**config.mk**
```make
export PLATFORM = sky130hd
export DESIGN_NAME = csrgs_div
export DESIGN_NICKNAME = d
export VERILOG_FILES = /design/src/rtl/csrgs_pkg.sv /design/src/rtl/csrgs_div.sv
export SDC_FILE = /design/constraint.sdc
export NUM_CORES = 1
export LEC_CHECK = 0
export ABC_CLOCK_PERIOD_IN_PS = 6200
export BUFFER_PORTS_ARGS = -buffer_cell sky130_fd_sc_hd__buf_2
export CORE_UTILIZATION = 61
export DETAILED_ROUTE_END_ITERATION = 12
export GPL_TIMING_DRIVEN = 0
export PLACE_DENSITY_LB_ADDON = 0.15
export SETUP_SLACK_MARGIN = 0.15
export SKIP_LAST_GASP = 1
export SYNTH_ARGS = -nofsm -noshare
export SYNTH_HDL_FRONTEND = slang
export SYNTH_SLANG_ARGS = --single-unit
```
**constraint.sdc**
```tcl
create_clock -name clk -period 6.2 [get_ports clk]
set_input_delay 0.31 -clock clk [delete_from_list [all_inputs] [get_ports clk]]
set_output_delay 0.31 -clock clk [all_outputs]
set_load 0.01 [all_outputs]
```
**src/rtl/csrgs_pkg.sv**
```systemverilog
// ----------------------------------------------------------------------------
// csrgs_pkg
// Shared types, codes and helpers for the CSR Gauss-Seidel solver core.
// ----------------------------------------------------------------------------
package csrgs_pkg;

    // Item function codes carried on the input tuser
    typedef enum logic [2:0] {
        FUNC_ROW_PTR = 3'd0,
        FUNC_NONZERO = 3'd1,
        FUNC_RHS     = 3'd2,
        FUNC_GUESS   = 3'd3,
        FUNC_SOLVE   = 3'd4,
        FUNC_READ    = 3'd5,
        FUNC_RSVD6   = 3'd6,
        FUNC_RSVD7   = 3'd7
    } func_t;

    // Result status codes
    typedef enum logic [1:0] {
        STAT_OK   = 2'd0,
        STAT_DIAG = 2'd1,
        STAT_SAT  = 2'd2,
        STAT_RSVD = 2'd3
    } status_t;

    // Configuration register indexes
    localparam logic CFG_SWEEPS = 1'b0;
    localparam logic CFG_ROWS   = 1'b1;

    localparam logic [9:0] SWEEPS_RESET = 10'd100;
    localparam logic [8:0] ROWS_RESET   = 9'd1;

    // Sequencer states
    typedef enum logic [3:0] {
        ST_IDLE,
        ST_READ_OUT,
        ST_SWEEP_CHECK,
        ST_ROW_CHECK,
        ST_PTR0,
        ST_PTR1,
        ST_NZ_CHECK,
        ST_NZ_EVAL,
        ST_MUL,
        ST_ACC,
        ST_DIAG_CHECK,
        ST_NUM,
        ST_DIV_WAIT,
        ST_DONE_OUT
    } state_t;

    // Divider handshake
    typedef struct packed {
        logic start;
        logic done;
    } div_ctl_t;

    typedef struct packed {
        logic [63:0] value;
        logic        ovf;
    } sat64_t;

    localparam logic [63:0] S64_MAX = 64'h7FFF_FFFF_FFFF_FFFF;
    localparam logic [63:0] S64_MIN = 64'h8000_0000_0000_0000;

    // Signed 64-bit add with saturation
    function automatic sat64_t sat_add64(input logic [63:0] a, input logic [63:0] b);
        sat64_t      r;
        logic [63:0] s;
        s = a + b;
        r.ovf = (a[63] == b[63]) && (s[63] != a[63]);
        r.value = r.ovf ? (a[63] ? S64_MIN : S64_MAX) : s;
        return r;
    endfunction

    // Signed 64-bit negate with saturation
    function automatic sat64_t sat_neg64(input logic [63:0] a);
        sat64_t r;
        r.ovf = (a == S64_MIN);
        r.value = r.ovf ? S64_MAX : (64'd0 - a);
        return r;
    endfunction

endpackage

```
**src/rtl/csrgs_div.sv**
```systemverilog
// ----------------------------------------------------------------------------
// csrgs_div
// Restoring divider, one quotient bit per cycle: 64-bit signed numerator by
// 32-bit signed denominator, returns quotient magnitude and sign.
// ----------------------------------------------------------------------------
module csrgs_div (
    input  logic                clk,
    input  logic                rst_n,
    input  csrgs_pkg::div_ctl_t ctl_in,
    output csrgs_pkg::div_ctl_t ctl_out,
    input  logic [63:0]         num,
    input  logic [31:0]         den,
    output logic [63:0]         quo_mag,
    output logic                quo_neg
);
    import csrgs_pkg::*;

    logic        busy_reg;
    logic [6:0]  cnt_reg;
    logic [31:0] rem_reg;
    logic [63:0] dvd_reg;
    logic [31:0] dm_reg;
    logic        neg_reg;
    logic        done_reg;

    logic [32:0] rem_sh;
    logic        ge;

    // One restoring step
    assign rem_sh = {rem_reg, dvd_reg[63]};
    assign ge     = rem_sh >= {1'b0, dm_reg};

    always_ff @(posedge clk or negedge rst_n)
    begin
        if (!rst_n)
        begin
            busy_reg <= 1'b0;
            done_reg <= 1'b0;
            cnt_reg  <= 7'd0;
        end
        else
        begin
            done_reg <= 1'b0;
            if (ctl_in.start)
            begin
                busy_reg <= 1'b1;
                cnt_reg  <= 7'd0;
            end
            else if (busy_reg)
            begin
                cnt_reg <= cnt_reg + 7'd1;
                if (cnt_reg == 7'd63)
                begin
                    busy_reg <= 1'b0;
                    done_reg <= 1'b1;
                end
            end
        end
    end

    // Datapath: operand magnitudes on start, then shift/subtract
    always_ff @(posedge clk)
    begin
        if (ctl_in.start)
        begin
            rem_reg <= 32'd0;
            dvd_reg <= num[63] ? (64'd0 - num) : num;
            dm_reg  <= den[31] ? (32'd0 - den) : den;
            neg_reg <= num[63] ^ den[31];
        end
        else if (busy_reg)
        begin
            rem_reg <= ge ? 32'(rem_sh - {1'b0, dm_reg}) : rem_sh[31:0];
            dvd_reg <= {dvd_reg[62:0], ge};
        end
    end

    assign ctl_out.start = 1'b0;
    assign ctl_out.done  = done_reg;
    assign quo_mag       = dvd_reg;
    assign quo_neg       = neg_reg;

endmodule

```
==> impl_metrics.tcl <==
set metrics [dict create \
    swShare_pct 27.03 \
    start_util_pct 63.51 \
    yosys.area.top_type "edfxtp_1" \
    m1WireLength_mm 11.06 \
    pre_cts_slack_ns 2.432 \
    ys_seq_area_share_pct 40.33 \
    synth_edf_count 97 \
    ir_worst_vdd_mv 0.2149 \
    drive_gt1_share_pct 17.61 \
    die_x_um 125.9 \
    cp_max_fo 10 \
    io_pins 167 \
    vias 8751 \
    final_area_mm2 0.01108 \
    synth_nets 1171 \
    async_flop_share_pct 6.522 \
    first_pass_iters 5 \
    dieArea_mm2 0.01586 \
    syn_inst 1035 \
    drc_errors 0 \
    clkPwrFrac_pct 40.9 \
    clk_pin_slew_worst_paths_ns 0.06 \
    routedWlPerCell_um 17.74 \
    antenna_found_initial 0 \
    htree_levels 4 \
    fp.dieH_um 125.9 \
    crit_slowest_cell "a2111oi_2" \
    clk_latency_ns 0.43 \
    min_period_ns 3.878 \
    tightest_slew_ns 0.9863 \
    critPathLaunch "dm_reg[25]$_DFFE_PP_" \
    cts_resized 0 \
    post_cts_buffers 0 \
    min_path_type "input pin to flop" \
    pwr-share-comb_pct 17.1 \
    cts_tree "done" \
    synthFlopType "edfxtp_1" \
    antennaDiodeCount 0 \
    power.internal_mw 1.956 \
    syn-cell-area_mm2 0.009370 \
    clock_sinks 138 \
    worst_path_most_repeated_cell "nor2_1" \
    seqPwrFrac_pct 42.0 \
    worstReg2RegStart "dm_reg[25]$_DFFE_PP_" \
    syn_area_per_cell_um2 9.053 \
    ys_types 64 \
    status "finished, final reports clean" \
    met3WireLength_mm 2.091 \
    max_stage_delay_ns 0.47 \
    total_power_mw 2.681 \
    grt_max_degree 39 \
    leakage_nw 4.619 \
    grt_pass1_wl_mm 40.64 \
    skew_ns 0.01002 \
    grt_overflow_total 0 \
    detail_route.wirelength_mm 25.13 \
    setup_slack_ns 2.322 \
    wl_met2_mm 11.30 \
    required_ns 6.49 \
    drv_slew 0 \
    rows 44 \
    synth-seq-cells 138 \
    max_slew_margin_pct 33.64 \
    dpl_cell_area_mm2 0.01044 \
    drtAntennaViolNets 0 \
    netSwitchingPower_uw 724.7 \
    worst_setup_path_start_kind "flop" \
    yosys-top-cells-count "nor2_1, a21oi_1, edfxtp_1, xor2_1, nand2_1" \
    cp.arrival_ns 4.17 \
    final_hold_viol_count 0 \
    maxUsedRoutingLayer "met4" \
    largest_reg_flops 64 \
    critPathCaptureType "flop" \
    postLayoutCoreUtil_pct 75.07 \
    crit_family "simple AND/OR/NAND/NOR gates" \
    grt_usage_pct 32.41 \
    setup_tns_ns 0 \
    yosys_warnings 0 \
    hpwl_mm 18.52 \
    numCtsBuffers 17 \
    ys_top_cells_by_area "edfxtp_1, dfxtp_1, xor2_1" \
    grt_pass1_vias 8255 \
    cts_hold_buffers 1 \
    coreArea_mm2 0.01475 \
    netlist.area_leader.share_pct 31.09 \
    p_per_area_mw_per_mm2 242.1 \
    yosysMostFrequentCell "nor2_1" \
    min_from "den[0]" \
    cts_root_buf "clkbuf_16" \
    crit_chain "inv_1, ha_1, clkbuf_1, nand2_1, nor2_1, nand3_1, or3_1, a2111oi_2, nor2_1, buf_2, buf_1, a32oi_1, o21ai_0" \
    vias_per_cell 6.180 \
    cts.path.max_buffers 2 \
    io_buffers 163 \
    rsz0062_at_grt "no" \
    critPathKind "flop to flop" \
    setup_violations 0 \
    areaGrowthSynthToFinish_pct 18.20 \
    maxCapViolations 0 \
    drtIter0Drc 740 \
    max_freq_mhz 257.8 \
    gp_congestion 0.9286 \
    layout.nets 1355 \
    finalCritPeriodShare_pct 62.56 \
    crit_buf_inv 4 \
]
worst paths after layout:
kind | to | slack [ns] | cells past startpoint
worst min-delay path | dm_reg[0]$_DFFE_PP_ | 0.13 | 1
max in group asynchronous | cnt_reg[6]$_DFFE_PN0P_ | 5.76 | 2
min in group asynchronous | busy_reg$_DFF_PN0_ | 0.26 | 2
worst min register to register | done_reg$_DFF_PN0_ | 0.47 | 1
worst max-delay path | rem_reg[31]$_SDFFE_PP0P_ | 2.32 | 13
worst max register to register | rem_reg[31]$_SDFFE_PP0P_ | 2.32 | 13
cell usage in the layout (no fill, tap or decap), drive strengths merged, types with 12 or more instances in the layout:
| master | count |
|---|---|
| nor2 | 120 |
| o31ai | 31 |
| nand4 | 12 |
| nor3 | 17 |
| nor4 | 14 |
| o21ai | 64 |
| nand3 | 16 |
| clkbuf | 67 |
| a21oi | 104 |
| buf | 174 |
| xnor2 | 46 |
| ha | 35 |
| o41ai | 16 |
| mux2i | 24 |
| or3 | 15 |
| xor2 | 73 |
| inv | 47 |
| nand2 | 70 |
| dfxtp | 32 |
| or4 | 13 |
| a211oi | 23 |
| edfxtp | 97 |
cell type report:
class                           count  area [um2]
Fill cell                        1089        3679
Timing Repair Buffer              165       845.8
Sequential cell                   138        3779
Tap cell                          184       230.2
Clock inverter                     11       168.9
Inverter                           46       172.7
Clock buffer                       21       460.4
Buffer                             56       220.2
Multi-Input combinational cell    795        5199
power groups by stage:
stage	registers (mW)	logic, mW	clock network, mW
2_1_floorplan	1.16	0.244	0
3_3_place_gp	1.14	0.437	0
3_5_place_dp	1.14	0.449	0
4_1_cts	1.12	0.454	1.10
5_1_grt	1.13	0.505	1.13
6_report	1.13	0.459	1.10
metal layers:
layer | GRT usage (%) | up-vias
met1 | 45.14 | 4124
met3 | 5.607 | 52
met5 | 0 | -
met2 | 50.47 | 408
li1 | - | 4167
met4 | 12.62 | 0
through the flow:
step                hold slack (ns)  cells
finish                       0.1323   1416
detailed placement           0.1692   1383
floorplan                   0.01441   1035
global route                 0.1289   1416
global placement             0.1681   1382
CTS                          0.1194   1416
logic make-up (layout without fill, tap and decap cells):
| family | Yosys count | count (layout) | synth area share, % |
|---|---|---|---|
| multiplexers | 25 | 25 | 2.684 |
| adder cells (fa/ha/maj) | 36 | 36 | 4.887 |
| buffers and inverters | 102 | 299 | 4.193 |
| other | 1 | 1 | 0.04002 |
| flip-flops | 138 | 138 | 40.33 |
| XOR/XNOR | 119 | 119 | 11.12 |
| AND/OR/NAND/NOR | 319 | 319 | 16.80 |
| AO/OA/AOI/OAI | 295 | 295 | 19.95 |
Power figures use the tool's default switching activity.
